==> src/design/tcaf_pkg.sv <==
// ----------------------------------------------------------------------------
// tcaf_pkg
// Shared types, constants and microcode for the touch calibration affine fit.
// ----------------------------------------------------------------------------
package tcaf_pkg;

  localparam int unsigned DefPointCount = 5;
  localparam int unsigned RawW     = 12;
  localparam int unsigned ScrW     = 10;
  localparam int unsigned CoefW    = 32;
  localparam int unsigned CofW     = 64;
  localparam int unsigned HalfW    = 32;
  localparam int unsigned AccW     = 128;
  localparam int unsigned FracBits = 16;
  localparam int unsigned DivSteps = 128;
  localparam int unsigned DivCntW  = $clog2(DivSteps);
  localparam int unsigned QuoW     = CoefW + 2;
  localparam int unsigned PcW      = 6;
  localparam int unsigned UcodeLen = 48;
  localparam int unsigned CofCnt   = 6;
  localparam int unsigned IdxW     = 3;

  // Cofactor register slots and the determinant slot.
  localparam logic [IdxW-1:0] CofA   = 3'd0;
  localparam logic [IdxW-1:0] CofB   = 3'd1;
  localparam logic [IdxW-1:0] CofC   = 3'd2;
  localparam logic [IdxW-1:0] CofE   = 3'd3;
  localparam logic [IdxW-1:0] CofF   = 3'd4;
  localparam logic [IdxW-1:0] CofI   = 3'd5;
  localparam logic [IdxW-1:0] DetIdx = 3'd6;

  // Coefficient slots in output order.
  localparam logic [IdxW-1:0] CoXOff = 3'd0;
  localparam logic [IdxW-1:0] CoXRx  = 3'd1;
  localparam logic [IdxW-1:0] CoXRy  = 3'd2;
  localparam logic [IdxW-1:0] CoYOff = 3'd3;
  localparam logic [IdxW-1:0] CoYRx  = 3'd4;
  localparam logic [IdxW-1:0] CoYRy  = 3'd5;
  localparam logic [IdxW-1:0] NoIdx  = 3'd7;

  typedef enum logic [2:0] {
    UK_MAC, UK_STORE, UK_CHECK, UK_DIV, UK_END
  } uop_kind_e;

  typedef enum logic [3:0] {
    SA_X, SA_Y, SA_X2, SA_Y2, SA_XY,
    SA_CA, SA_CB, SA_CC, SA_CE, SA_CF, SA_CI
  } sel_a_e;

  typedef enum logic [3:0] {
    SB_N, SB_X, SB_Y, SB_X2, SB_Y2, SB_XY,
    SB_SX, SB_SXRX, SB_SXRY, SB_SY, SB_SYRX, SB_SYRY
  } sel_b_e;

  typedef struct packed {
    uop_kind_e       kind;
    logic            clr;
    logic            sub;
    sel_a_e          asel;
    sel_b_e          bsel;
    logic [IdxW-1:0] idx;
  } uop_t;

  typedef struct packed {
    logic            acc_pt;
    logic            clr_sums;
    logic            mul_en;
    logic            mul_hi;
    logic            mac_clr;
    logic            mac_sub;
    sel_a_e          asel;
    sel_b_e          bsel;
    logic            store_en;
    logic            div_load;
    logic            div_step;
    logic            div_wr;
    logic [IdxW-1:0] idx;
    logic            out_load;
  } dp_cmd_t;

  typedef struct packed {
    logic det_zero;
  } dp_sts_t;

  function automatic uop_t mk(uop_kind_e k, logic c, logic s, sel_a_e a, sel_b_e b,
                              logic [IdxW-1:0] i);
    uop_t u;
    u.kind = k;
    u.clr  = c;
    u.sub  = s;
    u.asel = a;
    u.bsel = b;
    u.idx  = i;
    return u;
  endfunction

  function automatic uop_t mac(logic c, logic s, sel_a_e a, sel_b_e b);
    return mk(UK_MAC, c, s, a, b, NoIdx);
  endfunction

  function automatic uop_t ctl(uop_kind_e k, logic [IdxW-1:0] i);
    return mk(k, 1'b0, 1'b0, SA_X, SB_N, i);
  endfunction

  function automatic uop_t ucode(logic [PcW-1:0] pc);
    uop_t u;
    u = ctl(UK_END, NoIdx);
    case (pc)
      6'd0:  u = mac(1'b1, 1'b0, SA_X2, SB_Y2);
      6'd1:  u = mac(1'b0, 1'b1, SA_XY, SB_XY);
      6'd2:  u = ctl(UK_STORE, CofA);
      6'd3:  u = mac(1'b1, 1'b0, SA_XY, SB_Y);
      6'd4:  u = mac(1'b0, 1'b1, SA_X, SB_Y2);
      6'd5:  u = ctl(UK_STORE, CofB);
      6'd6:  u = mac(1'b1, 1'b0, SA_X, SB_XY);
      6'd7:  u = mac(1'b0, 1'b1, SA_Y, SB_X2);
      6'd8:  u = ctl(UK_STORE, CofC);
      6'd9:  u = mac(1'b1, 1'b0, SA_Y2, SB_N);
      6'd10: u = mac(1'b0, 1'b1, SA_Y, SB_Y);
      6'd11: u = ctl(UK_STORE, CofE);
      6'd12: u = mac(1'b1, 1'b0, SA_X, SB_Y);
      6'd13: u = mac(1'b0, 1'b1, SA_XY, SB_N);
      6'd14: u = ctl(UK_STORE, CofF);
      6'd15: u = mac(1'b1, 1'b0, SA_X2, SB_N);
      6'd16: u = mac(1'b0, 1'b1, SA_X, SB_X);
      6'd17: u = ctl(UK_STORE, CofI);
      6'd18: u = mac(1'b1, 1'b0, SA_CA, SB_N);
      6'd19: u = mac(1'b0, 1'b0, SA_CB, SB_X);
      6'd20: u = mac(1'b0, 1'b0, SA_CC, SB_Y);
      6'd21: u = ctl(UK_STORE, DetIdx);
      6'd22: u = ctl(UK_CHECK, NoIdx);
      6'd23: u = mac(1'b1, 1'b0, SA_CA, SB_SX);
      6'd24: u = mac(1'b0, 1'b0, SA_CB, SB_SXRX);
      6'd25: u = mac(1'b0, 1'b0, SA_CC, SB_SXRY);
      6'd26: u = ctl(UK_DIV, CoXOff);
      6'd27: u = mac(1'b1, 1'b0, SA_CB, SB_SX);
      6'd28: u = mac(1'b0, 1'b0, SA_CE, SB_SXRX);
      6'd29: u = mac(1'b0, 1'b0, SA_CF, SB_SXRY);
      6'd30: u = ctl(UK_DIV, CoXRx);
      6'd31: u = mac(1'b1, 1'b0, SA_CC, SB_SX);
      6'd32: u = mac(1'b0, 1'b0, SA_CF, SB_SXRX);
      6'd33: u = mac(1'b0, 1'b0, SA_CI, SB_SXRY);
      6'd34: u = ctl(UK_DIV, CoXRy);
      6'd35: u = mac(1'b1, 1'b0, SA_CA, SB_SY);
      6'd36: u = mac(1'b0, 1'b0, SA_CB, SB_SYRX);
      6'd37: u = mac(1'b0, 1'b0, SA_CC, SB_SYRY);
      6'd38: u = ctl(UK_DIV, CoYOff);
      6'd39: u = mac(1'b1, 1'b0, SA_CB, SB_SY);
      6'd40: u = mac(1'b0, 1'b0, SA_CE, SB_SYRX);
      6'd41: u = mac(1'b0, 1'b0, SA_CF, SB_SYRY);
      6'd42: u = ctl(UK_DIV, CoYRx);
      6'd43: u = mac(1'b1, 1'b0, SA_CC, SB_SY);
      6'd44: u = mac(1'b0, 1'b0, SA_CF, SB_SYRX);
      6'd45: u = mac(1'b0, 1'b0, SA_CI, SB_SYRY);
      6'd46: u = ctl(UK_DIV, CoYRy);
      default: u = ctl(UK_END, NoIdx);
    endcase
    return u;
  endfunction

endpackage

==> src/design/tcaf_ctrl.sv <==
// ----------------------------------------------------------------------------
// tcaf_ctrl
// Point counter, microcode sequencer and handshake control.
// ----------------------------------------------------------------------------
module tcaf_ctrl #(
  parameter int unsigned POINT_COUNT = tcaf_pkg::DefPointCount
) (
  input  logic              clk_i,
  input  logic              rst_ni,
  input  logic              in_valid_i,
  output logic              in_stall_o,
  output logic              out_valid_o,
  input  logic              out_stall_i,
  output tcaf_pkg::dp_cmd_t cmd_o,
  input  tcaf_pkg::dp_sts_t sts_i
);
  import tcaf_pkg::*;

  localparam int unsigned CntW = $clog2(POINT_COUNT);
  localparam logic [CntW-1:0] LastPt = CntW'(POINT_COUNT - 1);

  typedef enum logic [2:0] {
    S_IDLE, S_RUN, S_MAC_LO, S_MAC_HI, S_DRAIN, S_DIV, S_DIV_WR, S_FINISH
  } state_e;

  state_e               state_q, state_d;
  logic [CntW-1:0]      cnt_q, cnt_d;
  logic [PcW-1:0]       pc_q, pc_d;
  logic [DivCntW-1:0]   dcnt_q, dcnt_d;
  logic                 out_valid_q, out_valid_d;
  logic                 in_acc, out_free;
  uop_t                 uop;

  assign uop        = ucode(pc_q);
  assign in_stall_o = state_q != S_IDLE;
  assign in_acc     = in_valid_i && !in_stall_o;
  assign out_free   = !out_valid_q || !out_stall_i;
  assign out_valid_o = out_valid_q;

  always_comb begin
    state_d     = state_q;
    cnt_d       = cnt_q;
    pc_d        = pc_q;
    dcnt_d      = dcnt_q;
    out_valid_d = out_valid_q && out_stall_i;
    cmd_o          = '0;
    cmd_o.asel     = uop.asel;
    cmd_o.bsel     = uop.bsel;
    cmd_o.mac_clr  = uop.clr;
    cmd_o.mac_sub  = uop.sub;
    cmd_o.idx      = uop.idx;
    cmd_o.acc_pt   = in_acc;
    case (state_q)
      S_IDLE: begin
        if (in_acc) begin
          if (cnt_q == LastPt) begin
            cnt_d   = '0;
            pc_d    = '0;
            state_d = S_RUN;
          end else begin
            cnt_d = cnt_q + 1'b1;
          end
        end
      end
      S_RUN: begin
        case (uop.kind)
          UK_MAC: state_d = S_MAC_LO;
          UK_STORE: begin
            cmd_o.store_en = 1'b1;
            pc_d           = pc_q + 1'b1;
          end
          UK_CHECK: begin
            if (sts_i.det_zero) begin
              state_d = S_FINISH;
            end else begin
              pc_d = pc_q + 1'b1;
            end
          end
          UK_DIV: begin
            cmd_o.div_load = 1'b1;
            dcnt_d         = '0;
            state_d        = S_DIV;
          end
          default: state_d = S_FINISH;
        endcase
      end
      S_MAC_LO: begin
        cmd_o.mul_en = 1'b1;
        state_d      = S_MAC_HI;
      end
      S_MAC_HI: begin
        cmd_o.mul_en = 1'b1;
        cmd_o.mul_hi = 1'b1;
        state_d      = S_DRAIN;
      end
      S_DRAIN: begin
        pc_d    = pc_q + 1'b1;
        state_d = S_RUN;
      end
      S_DIV: begin
        cmd_o.div_step = 1'b1;
        dcnt_d         = dcnt_q + 1'b1;
        if (dcnt_q == DivCntW'(DivSteps - 1)) begin
          state_d = S_DIV_WR;
        end
      end
      S_DIV_WR: begin
        cmd_o.div_wr = 1'b1;
        pc_d         = pc_q + 1'b1;
        state_d      = S_RUN;
      end
      S_FINISH: begin
        if (out_free) begin
          cmd_o.out_load = 1'b1;
          cmd_o.clr_sums = 1'b1;
          out_valid_d    = 1'b1;
          state_d        = S_IDLE;
        end
      end
      default: state_d = S_IDLE;
    endcase
  end

  always_ff @(posedge clk_i or negedge rst_ni) begin
    if (!rst_ni) begin
      state_q     <= S_IDLE;
      cnt_q       <= '0;
      pc_q        <= '0;
      dcnt_q      <= '0;
      out_valid_q <= 1'b0;
    end else begin
      state_q     <= state_d;
      cnt_q       <= cnt_d;
      pc_q        <= pc_d;
      dcnt_q      <= dcnt_d;
      out_valid_q <= out_valid_d;
    end
  end

`ifndef ASSERT_OFF
  a_valid_from_finish: assert property (@(posedge clk_i) disable iff (!rst_ni)
    $rose(out_valid_q) |-> $past(state_q == S_FINISH))
    else $error("result beat raised outside the finish step");

  a_pc_in_range: assert property (@(posedge clk_i) disable iff (!rst_ni)
    state_q == S_RUN |-> pc_q < PcW'(UcodeLen))
    else $error("microcode counter ran past the program");

  a_last_point_starts: assert property (@(posedge clk_i) disable iff (!rst_ni)
    (in_acc && cnt_q == LastPt) |=> state_q == S_RUN && pc_q == '0)
    else $error("last point did not start the fit");
`endif

endmodule

==> config.mk <==
export PLATFORM = sky130hd
export DESIGN_NAME = tcaf_ctrl
export DESIGN_NICKNAME = d
export VERILOG_FILES = /design/src/design/tcaf_pkg.sv /design/src/design/tcaf_ctrl.sv
export SDC_FILE = /design/constraint.sdc
export NUM_CORES = 1
export LEC_CHECK = 0
export BUFFER_PORTS_ARGS = -buffer_cell sky130_fd_sc_hd__clkbuf_2
export CAP_MARGIN = 20
export CORE_MARGIN = 4
export CORE_UTILIZATION = 50
export CTS_BUF_LIST = sky130_fd_sc_hd__clkbuf_4
export DETAILED_ROUTE_END_ITERATION = 10
export GPL_TIMING_DRIVEN = 0
export HOLD_SLACK_MARGIN = 0.03
export PLACE_DENSITY = 0.74
export RECOVER_POWER = 100
export SETUP_SLACK_MARGIN = 0.02
export SYNTH_ARGS = -nofsm -noshare
export SYNTH_HDL_FRONTEND = slang
export SYNTH_SLANG_ARGS = --single-unit
==> constraint.sdc <==
create_clock -name clk_i -period 2.96 [get_ports clk_i]
set_input_delay 0.888 -clock clk_i [delete_from_list [all_inputs] [get_ports clk_i]]
set_output_delay 0.888 -clock clk_i [all_outputs]
set_load 0.005 [all_outputs]
==> impl_metrics.py, run 1 <==
metrics = {
    "timing": {
        "finClkSkew_ns": 0.006607,
        "rsz0062_at_grt": "true",
        "setup_viol": 1,
        "relSlewSlack": 0.2992,
        "slew_violations": 0,
        "fin_ws_ns": -0.04625,
        "hold_viol_final": 0,
        "clock.fmax_mhz": 332.6,
        "layout_min_cycle_time_ns": 3.006,
        "whs_ns": 0.4984,
        "period_share": 1.016,
        "worst_slew_pin_slew_ns": 1.051,
    },
    "global_route": {
        "grt_overflow_total": 0,
        "grtUsageTotal": 0.2275,
        "grt_pass1_wl_um": 9839,
        "first_global_vias": 2116,
        "grt_max_degree": 21,
        "antenna_found_initial": 0,
    },
    "power": {
        "power_switching_mw": 0.08415,
        "ir_worst_vdd_mv": 0.2426,
        "p_comb_frac": 0.021,
        "seq_power_share": 0.669,
        "p_int_mw": 0.3238,
        "clockPowerShare": 0.310,
        "sw_frac_of_total": 0.2063,
        "power_mw": 0.4079,
        "cellPowerDensity_nw_per_um2": 150.2,
        "cellLeakagePower_nw": 1.231,
    },
    "finish": {
        "final_area_um2": 2715,
        "drive_gt1_frac": 0.2957,
        "layout.nets": 362,
        "multi_input_area_um2": 1563,
        "area_delta_synth_final_pct": 26.97,
        "utilization": 0.6691,
        "layout_commonest_cell": "nand2_1",
        "most-common-layout-cells": "31 x nand2_1, 29 x nor2_1, 29 x clkbuf_2",
        "final-seq-area_um2": 501.7,
        "n_fill_cell": 337,
        "n_antenna_cell": 0,
    },
    "clock_network": {
        "cts_buffers": 3,
        "h-tree-depth": 1,
        "cts-root-buf": "clkbuf_4",
        "insertion_delay_ns": 0.29,
        "holdBufCountCts": 0,
        "clkTransAtPathRegs_ns": 0.11,
        "clockBufferDepth": 2,
        "cts.sinks": 20,
        "cts_tree": "yes",
    },
    "synth": {
        "syn_area_um2": 2138,
        "synthArstFlopShare": 1.000,
        "synth_cells": 294,
        "synth_edf_count": 0,
        "synth.top_cell.area_share": 0.2341,
        "syn-num-nets": 310,
        "synth_seq_cells": 20,
        "ys_seq_area_frac": 0.2341,
        "synth.avg_cell_area_um2": 7.273,
        "synth_area_leader_cell": "dfrtp_1",
        "ys_warn_count": 0,
        "ys_types": 56,
        "synthTopCellsByArea": "dfrtp_1 23%, ha_1 6.4%, o21ai_0 6.1%, a21oi_1 5.9%, nand2_1 5.4%",
        "ys.flop_type": "dfrtp_1",
    },
    "routing": {
        "routed_wl_um": 6299,
        "vias": 2497,
        "drc": 0,
        "first_pass_iters": 5,
        "antenna_left": 0,
        "post_drt_wl_per_cell_um": 15.95,
        "routed_via_density": 6.322,
        "drtIter0Drc": 394,
    },
    "worst_setup_path": {
        "crit_fanout": 5,
        "critPathRequiredTime_ns": 2.07,
        "worstPathArrival_ns": 2.12,
        "slowest_stage": "dfrtp_1",
        "crit_path_max_incr_delay_ns": 0.42,
        "worst_setup_path_end_kind": "output port",
        "crit_chain": "buf_8 -> inv_8 -> ha_4 -> nand2b_4 -> a221o_1 -> a211o_4 -> inv_2 -> clkbuf_2",
        "path_class": "flop to output port",
        "cp.buffers_inverters": 4,
        "cp-start-kind": "flop",
        "crit_family": "compound AO/OA/AOI/OAI gates",
    },
    "floorplanning": {
        "dieHeight_um": 73.40,
        "placementRows": 23,
        "die_area_um2": 5387,
        "die_width_um": 73.40,
        "pin_count": 29,
        "initial_utilization": 0.5270,
        "coreArea_um2": 4058,
    },
    "min_path": {
        "min_path_type": "flop to flop",
    },
    "status": {
        "violations": "negative setup slack",
        "status": "finished, violations left",
    },
    "placement": {
        "placed_area_um2": 2342,
        "portBuffers": 28,
        "pre_cts_ws_ns": -0.4677,
        "gp_congestion": 0.9529,
        "post-dp-hpwl_um": 4218,
    },
    "job": {
        "cap_violations": 0,
    },
}
[sequential cells by signal, indices dropped and copies added (netlist names)]
register,count
dcnt_q,7
pc_q,6
cnt_q,3
state_q,3
out_valid_o,1
[metal layers]
layer / share of wire / track usage
met3: 0.090 / 0.03283
met2: 0.47 / 0.3535
met5: 0 / 0
met4: 0.018 / 0.08048
met1: 0.43 / 0.3217
[what timing repair did]
action | CTS | global route
resized for setup | 36 | 46
gates cloned | 0 | 0
buffers inserted | 16 | 4
setup endpoints to repair | 15 | 14
pin swaps | 6 | 14
[power groups by stage]
| stage | Clock, mW | Combinational [mW] | Sequential (mW) |
|---|---|---|---|
| after detailed placement | 0 | 0.00894 | 0.278 |
| after global placement | 0 | 0.00892 | 0.278 |
| after CTS | 0.133 | 0.00896 | 0.273 |
| after floorplan | 0 | 0.0000786 | 0.278 |
| final | 0.126 | 0.00838 | 0.273 |
| after global routing | 0.145 | 0.00976 | 0.273 |
[synthesized netlist by cell type, drive strengths merged, types with 2 or more instances]
| cell type | instances |
|---|---|
| nand2 | 31 |
| o2bb2ai | 2 |
| ha | 11 |
| buf | 12 |
| nand4 | 5 |
| and2 | 3 |
| a211o | 2 |
| a311oi | 2 |
| a31oi | 9 |
| o21bai | 2 |
| a2bb2oi | 2 |
| dfrtp | 20 |
| o2111ai | 2 |
| nand2b | 11 |
| o31ai | 3 |
| inv | 16 |
| o21ai | 27 |
| mux2i | 5 |
| o22ai | 5 |
| clkbuf | 13 |
| nand3b | 2 |
| nor2b | 5 |
| nor2 | 29 |
| o211ai | 7 |
| nor3 | 6 |
| nand3 | 13 |
| a21oi | 26 |
| mux2 | 3 |
| a211oi | 4 |
[worst paths after layout]
| kind | cells after the start | endpoint | slack (ns) | start |
|---|---|---|---|---|
| min in group asynchronous | 1 | state_q[0] | 0.75 | rst_ni |
| setup reg to reg | 9 | pc_q[0] | 0.42 | pc_q[0] |
| max in group asynchronous | 1 | pc_q[4] | 1.51 | rst_ni |
| hold / removal | 1 | dcnt_q[5] | 0.50 | dcnt_q[5] |
| hold reg to reg | 1 | dcnt_q[5] | 0.50 | dcnt_q[5] |
| setup / recovery | 8 | cmd_o[7] | -0.05 | pc_q[0] |
[logic make-up after synthesis]
logic type      share of synthesized area
compound gates                     0.3166
xor+xnor                         0.004097
fa+ha+maj                         0.06436
buf+inv                           0.09011
flops                              0.2341
mux                               0.04272
simple gates                       0.2481
[area by class of cell]
type	instances	area share
multi-input combinational	232	0.5756
sequential	20	0.1848
timing repair buffer	48	0.1115
buffer	24	0.06636
inverter	17	0.02903
tap	50	0.02304
clock buffer	3	0.008295
clock inverter	1	0.001382
[through the flow]
| stage | instances | setup TNS (ns) |
|---|---|---|
| after global placement | 372 | -1.151 |
| final | 395 | -0.04625 |
| after detailed placement | 372 | -1.608 |
| after floorplan | 294 | 0 |
| after CTS | 392 | -0.03417 |
| after global routing | 395 | -0.3825 |
Note: power is estimated with default switching activity, not from simulation.
==> inputs of run 2 (changes only) <==
--- a/config.mk
+++ b/config.mk
@@ -5,7 +5,7 @@
 export SDC_FILE = /design/constraint.sdc
 export NUM_CORES = 1
 export LEC_CHECK = 0
-export BUFFER_PORTS_ARGS = -buffer_cell sky130_fd_sc_hd__clkbuf_2
+export BUFFER_PORTS_ARGS = -buffer_cell sky130_fd_sc_hd__buf_2
 export CAP_MARGIN = 20
 export CORE_MARGIN = 4
 export CORE_UTILIZATION = 50
==> run 2 against run 1 <==
Compared with the run above: sequential power about the same; sequential share of layout area fell by 0.49 points; final area is 2.4% higher; clock skew shrank 0.0049 ns; the run still ends with negative setup slack left; setup slack got worse by 0.055 ns; clock power about the same; highest routed layer unchanged.
==> impl_metrics.py, run 2 (synthesized netlist as in run 1, its figures left out) <==
metrics = {
    "timing": {
        "tns_ns": -0.1380,
        "setup_viol": 2,
        "layout_min_cycle_time_ns": 3.061,
        "finClkSkew_ns": 0.001708,
        "hold_viol_final": 0,
        "worst_slew_pin_slew_ns": 1.044,
        "fin_ws_ns": -0.1015,
        "slew_violations": 0,
        "period_share": 1.034,
        "rsz0062_at_grt": "true",
        "clock.fmax_mhz": 326.6,
        "relSlewSlack": 0.3038,
    },
    "worst_setup_path": {
        "worstPathArrival_ns": 2.17,
        "timing.rr.start": "pc_q[1]",
        "startpoint": "pc_q[1]",
        "cp.buffers_inverters": 4,
        "path_class": "flop to output port",
        "slowest_stage": "dfrtp_1",
        "crit_fanout": 6,
        "critPathRequiredTime_ns": 2.07,
        "crit_family": "compound AO/OA/AOI/OAI gates",
        "worst_setup_path_end_kind": "output port",
        "crit_chain": "clkbuf_8 -> inv_8 -> ha_4 -> nand2b_4 -> a221o_1 -> a211o_4 -> inv_2 -> buf_6",
        "cp-start-kind": "flop",
        "crit_path_max_incr_delay_ns": 0.43,
    },
    "clock_network": {
        "h-tree-depth": 1,
        "cts.sinks": 20,
        "clkTransAtPathRegs_ns": 0.11,
        "cts_buffers": 3,
        "cts_tree": "yes",
        "insertion_delay_ns": 0.29,
        "cts-root-buf": "clkbuf_4",
        "clockBufferDepth": 2,
    },
    "routing": {
        "post_drt_wl_per_cell_um": 17.09,
        "dr_wl_met2_um": 3133,
        "routed_via_density": 6.309,
        "first_pass_iters": 5,
        "drtIter0Drc": 384,
        "wl_met1_um": 2898,
        "antenna_left": 0,
        "vias": 2511,
        "drc": 0,
        "wl_met3_um": 590,
        "routed_wl_um": 6801,
        "top_layer_used": "met4",
    },
    "power": {
        "cellPowerDensity_nw_per_um2": 147.7,
        "p_comb_frac": 0.021,
        "ir_worst_vdd_mv": 0.1638,
        "power_mw": 0.4108,
        "seq_power_share": 0.665,
        "cellLeakagePower_nw": 1.255,
        "clockPowerShare": 0.315,
        "power_switching_mw": 0.08690,
        "sw_frac_of_total": 0.2115,
        "p_int_mw": 0.3239,
    },
    "floorplanning": {
        "die_width_um": 73.40,
        "dieHeight_um": 73.40,
        "placementRows": 23,
        "initial_utilization": 0.5270,
        "pin_count": 29,
        "die_area_um2": 5387,
        "coreArea_um2": 4058,
    },
    "min_path": {
        "worstHoldStart": "dcnt_q[5]",
        "min_path_type": "flop to flop",
    },
    "finish": {
        "n_antenna_cell": 0,
        "layout.nets": 365,
        "multi_input_area_um2": 1607,
        "top_regs": "dcnt_q: 7 flops, pc_q: 6 flops",
        "n_fill_cell": 327,
        "drive_gt1_frac": 0.3103,
        "regMostFlops": "dcnt_q",
        "final_cells": 398,
        "layout_commonest_cell": "nand2_1",
        "largest_register_ffs": 7,
        "final-seq-area_um2": 500.5,
        "most-common-layout-cells": "31 x nand2_1, 29 x nor2_1, 27 x buf_2",
        "area_delta_synth_final_pct": 30.08,
    },
    "placement": {
        "pre_cts_ws_ns": -0.4064,
        "portBuffers": 28,
        "gp_congestion": 0.9374,
        "post-dp-hpwl_um": 4281,
        "place_inst": 372,
    },
    "status": {
        "violations": "negative setup slack",
        "status": "finished, violations left",
    },
    "global_route": {
        "first_global_vias": 2189,
        "grt_pass1_wl_um": 10160,
        "grtUsageTotal": 0.2359,
        "grt_max_degree": 21,
        "antenna_found_initial": 0,
        "grt_overflow_total": 0,
    },
    "job": {
        "cap_violations": 0,
    },
}
[run 2: cell types whose count changed in the layout (fill, tap and decap cells not counted), sizes merged]
cell | before | now
buf | 33 | 58
clkinvlp | 0 | 1
inv | 16 | 14
clkbuf | 42 | 20
clkinv | 2 | 3
[run 2: metrics by stage]
stage               instance area [um2]  hold WS (ns)  utilization
CTS                                2576        0.4908       0.6349
global route                       2781        0.5101       0.6855
finish                             2781        0.4854       0.6855
global placement                   2342        0.4641       0.5772
floorplan                          2140        0.4431            -
detailed placement                 2342        0.4749       0.5772
[run 2: final timing paths]
| path | end | slack (ns) | depth (start not counted) |
|---|---|---|---|
| min | dcnt_q[5] | 0.49 | 1 |
| max reg2reg | pc_q[0] | 0.38 | 9 |
| min reg2reg | dcnt_q[5] | 0.49 | 1 |
| max | cmd_o[7] | -0.10 | 8 |
| min in group asynchronous | state_q[0] | 0.74 | 1 |
| max in group asynchronous | dcnt_q[4] | 1.59 | 1 |
[run 2: cell type report]
cell class / count / area share
clock buffer: 3 / 0.008097
clock inverter: 1 / 0.001350
sequential: 20 / 0.1799
buffer: 24 / 0.06523
tap: 50 / 0.02249
multi-input combinational: 232 / 0.5776
inverter: 17 / 0.03149
timing repair buffer: 51 / 0.1138
[run 2: worst register-to-register path, delay by kind of cell (launching register included)]
family | cells | cell delay [ns]
and+or+nand+nor | 2 | 0.42
buffers and inverters | 3 | 0.38
AOI/OAI and AO/OA | 2 | 0.68
DFF | 1 | 0.43
adders and majority gates | 1 | 0.22
muxes | 1 | 0.34
[run 2: routing by layer]
| metal | track usage | vias up |
|---|---|---|
| li1 | - | 1166 |
| met3 | 0.04104 | 26 |
| met5 | 0 | - |
| met2 | 0.3595 | 162 |
| met4 | 0.1026 | 0 |
| met1 | 0.3271 | 1157 |
[run 2: repair_timing]
action	in CTS	in global routing
endpoints found under the hold margin	0	0
setup endpoints to repair	14	15
setup buffers	11	12
pin swaps	4	9
hold buffers	0	0
resized for setup	40	45
[run 2: power groups by stage]
| stage | sequential [mW] | combinational (mW) | clock (mW) |
|---|---|---|---|
| floorplan | 0.278 | 0.0000786 | 0 |
| global placement | 0.278 | 0.00895 | 0 |
| detailed placement | 0.278 | 0.00904 | 0 |
| CTS | 0.273 | 0.00907 | 0.134 |
| global route | 0.273 | 0.0101 | 0.148 |
| finish | 0.273 | 0.00853 | 0.129 |
